**src/rtl/core/assert_macros.svh**
```systemverilog
// Assertion macros used by the dispatch RTL.
`ifndef ASSERT_MACROS_SVH
`define ASSERT_MACROS_SVH

// Same-cycle implication, checked outside reset.
`define ASSERT_IMPL(lbl, clk, rstn, ante, cons, msg) \
	lbl: assert property (@(posedge clk) disable iff (!rstn) (ante) |-> (cons)) else $error(msg);

// Next-cycle implication, checked outside reset.
`define ASSERT_NEXT(lbl, clk, rstn, ante, cons, msg) \
	lbl: assert property (@(posedge clk) disable iff (!rstn) (ante) |=> (cons)) else $error(msg);

`endif

```
**src/rtl/core/efsd_pkg.sv**
```systemverilog
// Package: constants, register codes and config struct of the dispatch block.
package efsd_pkg;

	localparam int SERVERS   = 4;
	localparam int TIME_REGS = 4;
	localparam int ACTIVE    = (SERVERS < TIME_REGS) ? SERVERS : TIME_REGS;
	localparam int TAG_W     = 16;
	localparam int IDX_W     = 2;
	localparam int TIME_W    = 16;
	localparam int CNT_W     = 3;
	localparam int ADDR_W    = 5;
	localparam int DATA_W    = 32;

	typedef logic [TIME_W-1:0] time_t;

	typedef enum logic [2:0] {
		REG_SERVER_COUNT   = 3'd0,
		REG_SERVICE_TIME_0 = 3'd1,
		REG_SERVICE_TIME_1 = 3'd2,
		REG_SERVICE_TIME_2 = 3'd3,
		REG_SERVICE_TIME_3 = 3'd4
	} reg_idx_t;

	typedef struct packed {
		logic [SERVERS-1:0]  enable;
		time_t [SERVERS-1:0] service_time;
	} efsd_cfg_t;

endpackage

```
**src/rtl/core/efsd_ifs.sv**
```systemverilog
// Handshake interfaces for the job and result channels.
interface efsd_job_if import efsd_pkg::*; ();
	logic             valid;
	logic             ready;
	logic [TAG_W-1:0] job_tag;

	modport source (output valid, output job_tag, input ready);
	modport sink (input valid, input job_tag, output ready);
endinterface

interface efsd_result_if import efsd_pkg::*; ();
	logic             valid;
	logic             ready;
	logic [TAG_W-1:0] job_tag_out;
	logic [IDX_W-1:0] server_index;

	modport source (output valid, output job_tag_out, output server_index, input ready);
	modport sink (input valid, input job_tag_out, input server_index, output ready);
endinterface

```
**src/rtl/core/earliest_free_server_dispatch.sv**
```systemverilog
// Earliest-free-server dispatch: takes one job per cycle unless stalled, reports its server.
// Each job on the jobs channel is routed to the enabled server (the lowest server_count
// servers, zero read as one, clamped to four) whose next-free time is smallest, ties going to
// the lowest index; the result carries the job tag and that server index. The chosen server
// is then charged its service time and all enabled free times are rebased to a zero minimum,
// while disabled servers keep their free time until enabled again. Throughput is one job per
// clock while results are taken; a job passes the input register, then the result register.
// The rate is set by the combinational free-time update (argmin over four 16-bit times, one
// add, a second minimum and a subtract) between the input register and the state.
// The result register lets the next job enter while a result waits to be taken. Reset clears
// all free times at once; there is no clearing pass. Configuration goes through the APB port;
// the user must write it only while no job is in flight; the block does not enforce this.
module earliest_free_server_dispatch import efsd_pkg::*; (
	input  logic              clk,
	input  logic              arst_n,
	efsd_job_if.sink          jobs,
	efsd_result_if.source     dispatches,
	input  logic              psel,
	input  logic              penable,
	input  logic              pwrite,
	input  logic [ADDR_W-1:0] paddr,
	input  logic [DATA_W-1:0] pwdata,
	output logic [DATA_W-1:0] prdata,
	output logic              pready
);

	efsd_cfg_t        cfg;
	logic             valid_s1;
	logic [TAG_W-1:0] tag_s1;
	logic             out_valid_q;
	logic [TAG_W-1:0] out_tag_q;
	logic [IDX_W-1:0] out_idx_q;
	logic             advance;
	logic [IDX_W-1:0] best;

	efsd_cfg_regs u_cfg (
		.clk     (clk),
		.arst_n  (arst_n),
		.psel    (psel),
		.penable (penable),
		.pwrite  (pwrite),
		.paddr   (paddr),
		.pwdata  (pwdata),
		.prdata  (prdata),
		.pready  (pready),
		.cfg     (cfg)
	);

	// advance the held job into the result register whenever that register is free
	// or being emptied this cycle; the free-time state steps at the same edge
	assign advance    = valid_s1 && (!out_valid_q || dispatches.ready);
	assign jobs.ready = !valid_s1 || advance;

	efsd_select u_select (
		.clk    (clk),
		.arst_n (arst_n),
		.cfg    (cfg),
		.step   (advance),
		.best   (best)
	);

	// input register: load a new job whenever the stage is free or moving on
	always_ff @(posedge clk or negedge arst_n) begin
		if (!arst_n) begin
			valid_s1 <= 1'b0;
		end else if (jobs.ready) begin
			valid_s1 <= jobs.valid;
		end
	end

	always_ff @(posedge clk) begin
		if (jobs.valid && jobs.ready) tag_s1 <= jobs.job_tag;
	end

	// result register: hold until the consumer takes the item
	always_ff @(posedge clk or negedge arst_n) begin
		if (!arst_n) begin
			out_valid_q <= 1'b0;
		end else if (advance) begin
			out_valid_q <= 1'b1;
		end else if (dispatches.ready) begin
			out_valid_q <= 1'b0;
		end
	end

	always_ff @(posedge clk) begin
		if (advance) begin
			out_tag_q <= tag_s1;
			out_idx_q <= best;
		end
	end

	assign dispatches.valid        = out_valid_q;
	assign dispatches.job_tag_out  = out_tag_q;
	assign dispatches.server_index = out_idx_q;

endmodule

```
**src/rtl/core/efsd_cfg_regs.sv**
```systemverilog
// APB configuration registers: server count and per-server service times.
module efsd_cfg_regs import efsd_pkg::*; (
	input  logic              clk,
	input  logic              arst_n,
	input  logic              psel,
	input  logic              penable,
	input  logic              pwrite,
	input  logic [ADDR_W-1:0] paddr,
	input  logic [DATA_W-1:0] pwdata,
	output logic [DATA_W-1:0] prdata,
	output logic              pready,
	output efsd_cfg_t         cfg
);

	logic [CNT_W-1:0] count_q;
	time_t            st_q [TIME_REGS];
	logic             wr_en;
	reg_idx_t         reg_idx;
	logic [CNT_W-1:0] n_active;

	assign pready  = 1'b1;
	assign wr_en   = psel && penable && pwrite;
	assign reg_idx = reg_idx_t'(paddr[ADDR_W-1:2]);

	always_ff @(posedge clk or negedge arst_n) begin
		if (!arst_n) begin
			count_q <= CNT_W'(4);
			for (int i = 0; i < TIME_REGS; i++) st_q[i] <= TIME_W'(1);
		end else if (wr_en) begin
			unique case (reg_idx)
				REG_SERVER_COUNT:   count_q  <= pwdata[CNT_W-1:0];
				REG_SERVICE_TIME_0: st_q[0] <= pwdata[TIME_W-1:0];
				REG_SERVICE_TIME_1: st_q[1] <= pwdata[TIME_W-1:0];
				REG_SERVICE_TIME_2: st_q[2] <= pwdata[TIME_W-1:0];
				REG_SERVICE_TIME_3: st_q[3] <= pwdata[TIME_W-1:0];
				default: ;
			endcase
		end
	end

	always_comb begin
		unique case (reg_idx)
			REG_SERVER_COUNT:   prdata = DATA_W'(count_q);
			REG_SERVICE_TIME_0: prdata = DATA_W'(st_q[0]);
			REG_SERVICE_TIME_1: prdata = DATA_W'(st_q[1]);
			REG_SERVICE_TIME_2: prdata = DATA_W'(st_q[2]);
			REG_SERVICE_TIME_3: prdata = DATA_W'(st_q[3]);
			default:            prdata = '0;
		endcase
	end

	// zero counts as one server, anything above the usable servers is clamped
	always_comb begin
		if (count_q == '0) n_active = CNT_W'(1);
		else if (count_q > CNT_W'(ACTIVE)) n_active = CNT_W'(ACTIVE);
		else n_active = count_q;
		for (int i = 0; i < SERVERS; i++) begin
			cfg.enable[i]       = CNT_W'(i) < n_active;
			cfg.service_time[i] = (i < TIME_REGS) ? st_q[i] : '0;
		end
	end

endmodule

```
**src/rtl/core/efsd_select.sv**
```systemverilog
// Free-time state: pick the earliest free server, charge it, rebase the rest.
module efsd_select import efsd_pkg::*; (
	input  logic             clk,
	input  logic             arst_n,
	input  efsd_cfg_t        cfg,
	input  logic             step,
	output logic [IDX_W-1:0] best
);
`include "assert_macros.svh"

	time_t [SERVERS-1:0] ft_q;
	time_t [SERVERS-1:0] ft_d;
	logic [TIME_W:0]     upd [SERVERS];
	logic [TIME_W:0]     sum;
	logic [TIME_W:0]     lo;
	logic                any_zero;

	always_comb begin
		best = '0;
		for (int i = 1; i < SERVERS; i++) begin
			if (cfg.enable[i] && (ft_q[i] < ft_q[best])) best = IDX_W'(i);
		end
		sum = {1'b0, ft_q[best]} + {1'b0, cfg.service_time[best]};
		for (int i = 0; i < SERVERS; i++) begin
			upd[i] = (IDX_W'(i) == best) ? sum : {1'b0, ft_q[i]};
		end
		// new minimum over enabled servers; server zero is always enabled
		lo = upd[0];
		for (int i = 1; i < SERVERS; i++) begin
			if (cfg.enable[i] && (upd[i] < lo)) lo = upd[i];
		end
		// disabled servers hold their free time
		for (int i = 0; i < SERVERS; i++) begin
			ft_d[i] = cfg.enable[i] ? TIME_W'(upd[i] - lo) : ft_q[i];
		end
	end

	always_ff @(posedge clk or negedge arst_n) begin
		if (!arst_n) begin
			ft_q <= '0;
		end else if (step) begin
			ft_q <= ft_d;
		end
	end

	always_comb begin
		any_zero = 1'b0;
		for (int i = 0; i < SERVERS; i++) begin
			if (cfg.enable[i] && (ft_q[i] == '0)) any_zero = 1'b1;
		end
	end

	`ASSERT_IMPL(a_best_enabled, clk, arst_n, step, cfg.enable[best], "chose a disabled server")
	`ASSERT_NEXT(a_rebased, clk, arst_n, step, any_zero, "no enabled server at zero after step")
	`ASSERT_NEXT(a_hold, clk, arst_n, !step, $stable(ft_q), "free times moved without a job")

endmodule
```
**src/flat_wrapper.sv**
```systemverilog
// flat-port wrapper written by rule: the top's interface ports become plain ports
module earliest_free_server_dispatch_flat import efsd_pkg::*;
  (clk, arst_n, psel, penable, pwrite, paddr, pwdata, prdata, pready, jobs_valid, jobs_job_tag, jobs_ready, dispatches_valid, dispatches_job_tag_out, dispatches_server_index, dispatches_ready);
  efsd_job_if jobs_i ();
  efsd_result_if dispatches_i ();
  input  logic clk;
  input  logic arst_n;
  input  logic psel;
  input  logic penable;
  input  logic pwrite;
  input  logic [ADDR_W-1:0] paddr;
  input  logic [DATA_W-1:0] pwdata;
  output logic [DATA_W-1:0] prdata;
  output logic pready;
  input wire logic [$bits(jobs_i.valid)-1:0] jobs_valid;
  input wire logic [$bits(jobs_i.job_tag)-1:0] jobs_job_tag;
  output wire logic [$bits(jobs_i.ready)-1:0] jobs_ready;
  output wire logic [$bits(dispatches_i.valid)-1:0] dispatches_valid;
  output wire logic [$bits(dispatches_i.job_tag_out)-1:0] dispatches_job_tag_out;
  output wire logic [$bits(dispatches_i.server_index)-1:0] dispatches_server_index;
  input wire logic [$bits(dispatches_i.ready)-1:0] dispatches_ready;
  assign jobs_i.valid = jobs_valid;
  assign jobs_i.job_tag = jobs_job_tag;
  assign jobs_ready = jobs_i.ready;
  assign dispatches_valid = dispatches_i.valid;
  assign dispatches_job_tag_out = dispatches_i.job_tag_out;
  assign dispatches_server_index = dispatches_i.server_index;
  assign dispatches_i.ready = dispatches_ready;
  earliest_free_server_dispatch u_core (.clk(clk), .arst_n(arst_n), .jobs(jobs_i), .dispatches(dispatches_i), .psel(psel), .penable(penable), .pwrite(pwrite), .paddr(paddr), .pwdata(pwdata), .prdata(prdata), .pready(pready));
endmodule
```
**config.mk**
```make
export PLATFORM = sky130hd
export DESIGN_NAME = earliest_free_server_dispatch_flat
export DESIGN_NICKNAME = d
export VERILOG_FILES = /design/src/rtl/core/efsd_pkg.sv /design/src/rtl/core/efsd_ifs.sv /design/src/rtl/core/earliest_free_server_dispatch.sv /design/src/rtl/core/efsd_cfg_regs.sv /design/src/rtl/core/efsd_select.sv /design/src/flat_wrapper.sv
export VERILOG_INCLUDE_DIRS = /design/src /design/src/rtl/core
export SDC_FILE = /design/constraint.sdc
export NUM_CORES = 1
export LEC_CHECK = 0
export ABC_AREA = 1
export ABC_CLOCK_PERIOD_IN_PS = 15500
export BUFFER_PORTS_ARGS = -buffer_cell sky130_fd_sc_hd__buf_2
export CAP_MARGIN = 20
export CELL_PAD_IN_SITES_DETAIL_PLACEMENT = 1
export CELL_PAD_IN_SITES_GLOBAL_PLACEMENT = 1
export CORE_MARGIN = 2
export CORE_UTILIZATION = 40
export CTS_CLUSTER_DIAMETER = 80
export DETAILED_ROUTE_END_ITERATION = 16
export PLACE_DENSITY = 0.86
export SYNTH_ARGS = -nofsm -noshare
export SYNTH_HDL_FRONTEND = slang
export SYNTH_HIERARCHICAL = 1
export SYNTH_SLANG_ARGS = --single-unit
```
**constraint.sdc**
```tcl
create_clock -name clk -period 15.5 [get_ports clk]
set_clock_uncertainty 0.2 [all_clocks]
set_input_delay 3.1 -clock clk [delete_from_list [all_inputs] [get_ports clk]]
set_output_delay 3.1 -clock clk [all_outputs]
set_load 0.02 [all_outputs]
```
# After elaboration in Yosys (flattened, before gate mapping)
# Index checks and enable logic that the tools add are counted.
# Widths: inputs -> output; s select.
[classes]
order_cmp = 14
n_reduce_logical = 27
muxes = 23
eq_ne = 7
add_sub_neg = 5
[ops]
columns = ["cell", "n"]
rows = [
  ["$bmux 16 s2", 4],
  ["$mux 17", 6],
  ["$mux 16", 5],
  ["$pmux 16 s5", 1],
  ["$sub 16x16->16", 4],
  ["$lt 17x17->1", 3],
  ["$lt 16x16->1", 3],
  ["$reduce_and 2->1", 9],
  ["$add 16x16->17", 1],
  ["$logic_and 1x1->1", 10],
  ["$lt 2x3->1 const B", 3],
  ["$eq 3x2->1 const B", 2],
  ["$logic_not 3->1", 2],
  ["$lt 1x3->1 const A", 2],
  ["$lt 2x3->1 const A", 2],
  ["$mux 3", 2],
  ["$eq 2x2->1 const A", 2],
  ["$mux 2", 2],
  ["$eq 3x1->1 const B", 1],
  ["$eq 3x3->1 const B", 1],
  ["$gt 3x3->1 const B", 1],
  ["$mux 1", 3],
  ["$eq 1x2->1 const A", 1],
  ["$logic_not 1->1", 2],
  ["other kinds (3)", 4],
]
[word_totals]
elab_cells = 90
register_bits = 167
in_bits = 60
out_inout_bits = 53

# Depth between registers and ports, before layout
[logic_depth]
ltp_word = 30
ltp_mapped = 115
ltp_nobuf = 107

# Cells and area by module
# Netlist, hierarchy kept.
[by_module_without_submodules]
columns = ["mod", "area_per_inst_um2", "cells_per_inst", "seq_area_each_um2", "instances"]
rows = [
  ["efsd_select", 11484.8, 2029, 1601.5, 1],
  ["efsd_cfg_regs", 3442.1, 428, 1682.9, 1],
  ["earliest_free_server_dispatch", 1116.1, 46, 1071.0, 1],
]

# Worst setup path before layout
# Ideal clock, no wire load.
[synth_timing]
path_type = "register -> register"
from = "register u_core/u_select/ft_q[15] (netlist name)"
to = "register u_core/u_select/ft_q[14] (netlist name)"
path_stages_with_launch = 91
setup_time_ns = 0.118
t_required_ns = 15.182
n_path_buf = 11
t_arrival_ns = 14.699
setup_slack_ns = 0.483
period_less_slack_ns = 15.017
cell_sequence = "dfrtp_1 > inv_1 > ha_1 > a211oi_1 > nand2_1 > nor2_1 > nand2_2 > buf_2 > o21ai_0 > ha_1 > a211o_1 > nor3_1 > nand2_2 > clkbuf_1 > nand2_1 > o21ai_0 > ha_1 > nand2_1 > [55 not listed] > a2111oi_0 > nand2_2 > buf_4 > buf_2 > o21ai_0 > ha_1 > inv_1 > ha_1 > inv_1 > nand2_1 > nand2_1 > nand2_1 > nand3_1 > nand2_1 > nand2_1 > nand3_1 > nand3_1 > nand2_1"
[synth_between]
elab_chain_len = 27
elab_cells_between_ends = 36
cone_classes = "add/sub: 2; order compare: 6; eq/ne: 3; mux: 18; reduce/logical: 7"
[synth_rtl]
columns = ["element", "line", "text"]
rows = [
  ["start: declaration", "efsd_select.sv:11", "time_t [SERVERS-1:0] ft_q;"],
  ["start signal: assignment", "efsd_select.sv:42", "ft_q <= ft_d;"],
  ["$lt 16x16->1", "efsd_select.sv:21", "if (cfg.enable[i] && (ft_q[i] < ft_q[best])) best = IDX_W'(i);"],
  ["$logic_and 1x1->1", "efsd_select.sv:21", ""],
  ["$mux 1", "efsd_select.sv:21", ""],
  ["$bmux 16 s2", "efsd_select.sv:21", ""],
  ["$mux 16 (not written as such)", "efsd_select.sv:21", ""],
  ["$lt 16x16->1", "efsd_select.sv:21", ""],
  ["$logic_and 1x1->1", "efsd_select.sv:21", ""],
  ["$mux 2", "efsd_select.sv:21", ""],
  ["[5 not listed]", "-", ""],
  ["via u_core.best[0]", "earliest_free_server_dispatch.sv:34", "logic [IDX_W-1:0] best;"],
  ["[6 not listed]", "-", ""],
  ["$mux 17", "efsd_select.sv:30", "if (cfg.enable[i] && (upd[i] < lo)) lo = upd[i];"],
  ["$lt 17x17->1", "efsd_select.sv:30", ""],
  ["$logic_and 1x1->1", "efsd_select.sv:30", ""],
  ["$mux 17", "efsd_select.sv:30", ""],
  ["$lt 17x17->1", "efsd_select.sv:30", ""],
  ["$logic_and 1x1->1", "efsd_select.sv:30", ""],
  ["$mux 16", "efsd_select.sv:30", ""],
  ["$sub 16x16->16 (*)", "efsd_select.sv:34", "ft_d[i] = cfg.enable[i] ? TIME_W'(upd[i] - lo) : ft_q[i];"],
]
# The timed path passes the listed nets; every way through them passes the cells marked *. The select of a mux whose other input is x is not followed.
# A chain may end at the register's enable or synchronous reset.

# Final worst setup path
[layout_timing]
from = "register u_core/u_select/ft_q[15] (netlist name)"
to = "register u_core/u_select/ft_q[30] (netlist name)"
[layout_between]
elab_chain_len = 27
elab_cells_between_ends = 36
cone_classes = "add/sub: 2; order compare: 6; eq/ne: 3; mux: 18; reduce/logical: 7"
[layout_rtl]
columns = ["element", "line"]
rows = [
  ["$lt 16x16->1", "efsd_select.sv:21"],
  ["$logic_and 1x1->1", "efsd_select.sv:21"],
  ["$mux 1", "efsd_select.sv:21"],
  ["$bmux 16 s2", "efsd_select.sv:21"],
  ["$mux 16 (not written as such)", "efsd_select.sv:21"],
  ["$lt 16x16->1", "efsd_select.sv:21"],
  ["$logic_and 1x1->1", "efsd_select.sv:21"],
  ["$mux 2", "efsd_select.sv:21"],
  ["[11 not listed]", "-"],
  ["$mux 17", "efsd_select.sv:30"],
  ["$lt 17x17->1", "efsd_select.sv:30"],
  ["$logic_and 1x1->1", "efsd_select.sv:30"],
  ["$mux 17", "efsd_select.sv:30"],
  ["$lt 17x17->1", "efsd_select.sv:30"],
  ["$logic_and 1x1->1", "efsd_select.sv:30"],
  ["$mux 16", "efsd_select.sv:30"],
  ["$sub 16x16->16 (*)", "efsd_select.sv:34"],
]
# Every way passes the cells marked *; elsewhere a longest branch is shown, timed or not. The select of a mux whose other input is x is not followed.

==> results.cfg <==
[run_status]
status = finished clean

[place]
io_buffers = 77
dpl.hpwl_um = 53860
gp_congestion = 0.9665
placed_cells = 3282
place_ws_ps = -357.6

[drt]
route.detailed.drc = 0
wl_um = 68530
num_vias = 18816
dr.pass1.iters = 5
drtIter0Drc = 1220
antenna_left = 0
wl_per_cell_um = 20.58
viasPerCell = 5.650

[timing]
finalWorstSetupSlack_ps = 700.8
finalHoldViolCount = 0
finalSetupViolCount = 0
fmax_mhz = 67.57
layout_worst_path_cycle_share = 0.9548
tns_ps = 0
slew_headroom = 0.2818
holdWs_ps = 218.4
finalMaxSlewViolations = 0
worst_pin_slew_ps = 1076
finalCriticalPeriod_ps = 14800

[hold_path]
min_to = u_core/dispatches.job_tag_out[3]
whs_path_depth = 0
hp-start = u_core/tag_s1[3]
hp-class = flip-flop to flip-flop

[cells_and_area]
drive_gt1_frac = 0.1800
seq_area_sq_um = 4358
multi_input_comb_area_sq_um = 10410
diodes = 0
mostFrequentLayoutCell = nand2_1
fillers = 5426
fin_cells = 3330
fin_nets = 2986
layout_common_cells = 872 x nand2_1, 276 x buf_4, 240 x inv_1, 237 x nand3_1, 176 x o21ai_0
area_growth_pct = 21.35

[critical_path]
start_kind = flip-flop
crit_path_frequent_cell = nand2_1
critical_path_class = flip-flop to flip-flop
r2r_end = u_core/u_select/ft_q[30]
reg2reg_slack_ps = 700
cpPeakStageDelay_ps = 430
worst-endpoint-required_ps = 15680
r2r_start = u_core/u_select/ft_q[15]
cp_slowest_cell = dfrtp_1
crit_path_end_kind = flip-flop
crit_path_max_fanout = 29
crit_arrival_ps = 14980
ff2ff_path_depth = 88

[global_route]
grt_max_degree = 70
grt.overflow.total = 0
grt_pass1_vias = 19948
track_usage = 0.3308
antenna_found_initial = 0
grt_pass1_wl_um = 106400

[clock_network]
cts_max_level = 4
cts_tree = yes
clkTransAtPathRegs_ps = 80
numCtsBuffers = 17
clockBufferDepth = 2
root_buffer = clkbuf_16
clk_latency_ps = 500
cts.sinks = 167

[yosys]
yosys_most_used_dff = dfrtp_1
seq_area_frac_synth = 0.2715
netlist_instances = 2503
yosysUniqueCellTypes = 49
async_flop_share = 0.7964
yosysWarningCount = 6
syn_area_sq_um = 16040
synth_seq_cells = 167
syn_area_per_cell_sq_um = 6.409
synth_edf_count = 34

[die]
die_w_um = 204.3
fp.dieArea_sq_um = 41720
ios = 113
rows = 73
initial_core_util = 0.4047
coreArea_sq_um = 39640
die_y_um = 204.3

[job]
cap_violations = 0
-- stage by stage --
step,utilization,instance area (sq um)
global route,0.4911,19470
finish,0.4911,19470
CTS,0.4840,19190
global placement,0.4699,18630
floorplan,-,16100
detailed placement,0.4699,18630
-- synthesized netlist by cell type (2+ instances only) --
cell type / count / area (sq um)
nor2_4: 6 / 67.56
nand3b_1: 6 / 45.04
buf_6: 5 / 56.30
clkinv_1: 3 / 11.26
ha_1: 133 / 1664
nand4_1: 50 / 312.8
a21o_1: 2 / 15.01
edfxtp_1: 34 / 1021
conb_1: 2 / 7.510
a21oi_1: 69 / 345.3
dfstp_2: 5 / 131.4
a2111oi_0: 4 / 35.03
and2_1: 2 / 12.51
o21ai_2: 4 / 35.03
or2_2: 12 / 75.07
nand3_1: 240 / 1201
a211oi_1: 23 / 172.7
nor3_1: 7 / 35.03
a22oi_1: 15 / 112.6
nand2_2: 19 / 118.9
nand2_1: 878 / 3296
clkbuf_1: 45 / 168.9
xor2_1: 26 / 227.7
dfrtp_1: 128 / 3203
o21ai_1: 80 / 400.4
buf_1: 6 / 22.52
inv_2: 15 / 56.30
a31oi_1: 6 / 37.54
xnor2_1: 8 / 70.07
buf_4: 27 / 202.7
nand3_2: 5 / 50.05
a21boi_1: 5 / 37.54
o21bai_1: 12 / 90.09
nor4_1: 2 / 12.51
buf_2: 21 / 105.1
nor2_1: 145 / 544.3
nor2_2: 3 / 18.77
o21ai_0: 198 / 991.0
inv_1: 242 / 908.4
-- state kept, by name (all words and copies together) (netlist names) --
signal	count
u_core/dispatches.valid	1
u_core/dispatches.job_tag_out	16
u_core/u_cfg/count_q	3
u_core/u_cfg/cfg	64
u_core/dispatches.server_index	2
u_core/u_select/ft_q	64
u_core/valid_s1	1
u_core/tag_s1	16
-- logic make-up (layout without fill, tap and decap cells) --
family / Yosys count / in the layout / synth area share
buffers and inverters: 364 / 649 / 0.09546
other: 2 / 18 / 0.0004681
AND/OR/NAND/NOR: 1379 / 1380 / 0.3646
XOR/XNOR: 34 / 34 / 0.01856
AO/OA/AOI/OAI: 423 / 423 / 0.1444
flip-flops: 167 / 167 / 0.2715
adder cells (fa/ha/maj): 134 / 134 / 0.1050
-- routing by layer --
layer / share of wire / vias to the layer above / global-route usage
met5: 0 / - / 0
met4: 0.065 / 0 / 0.2045
met3: 0.054 / 238 / 0.04990
met2: 0.48 / 670 / 0.5708
met1: 0.40 / 9099 / 0.3851
li1: - / 8809 / -
-- area by class of cell --
class | count | share of cell area
multi-input cells | 1989 | 0.5348
flip-flops and latches | 167 | 0.2238
repair buffers | 357 | 0.1298
inverters | 260 | 0.05013
well taps | 525 | 0.03374
clock buffers | 17 | 0.02185
clock inverters | 15 | 0.005913
-- how the worst max path moves through the flow --
stage                     cells after the start                  endpoint  slack, ps                     start
after floorplan                              90  u_core/u_select/ft_q[14]        480  u_core/u_select/ft_q[15]
after global placement                       87  u_core/u_select/ft_q[60]        280   u_core/u_cfg/count_q[2]
after detailed placement                     88  u_core/u_select/ft_q[24]       -360   u_core/u_cfg/count_q[2]
after CTS                                    88  u_core/u_select/ft_q[30]        120   u_core/u_cfg/count_q[2]
after global routing                         92  u_core/u_select/ft_q[30]       -260  u_core/u_select/ft_q[15]
final                                        88  u_core/u_select/ft_q[30]        700  u_core/u_select/ft_q[15]
-- timing repair --
| action | 4_1_cts | 5_1_grt |
|---|---|---|
| gates cloned | 0 | 1 |
| hold buffers | 0 | 0 |
| setup buffers | 0 | 15 |
| endpoints found under the hold margin | 0 | 0 |
| pin swaps | 0 | 11 |
| resized for setup | 11 | 59 |
| endpoints found under the setup margin | 54 | 64 |
-- critical path, delay by kind of cell (launching register included) --
family          cells  cell delay (ps)
compound gates     27             4580
fa+ha+maj           8             2380
buf+inv            15             2340
flops               1              430
simple gates       38             4700
Power is not shown: default switching activity piles up to over one toggle a cycle in this logic, so the estimate is an artifact.
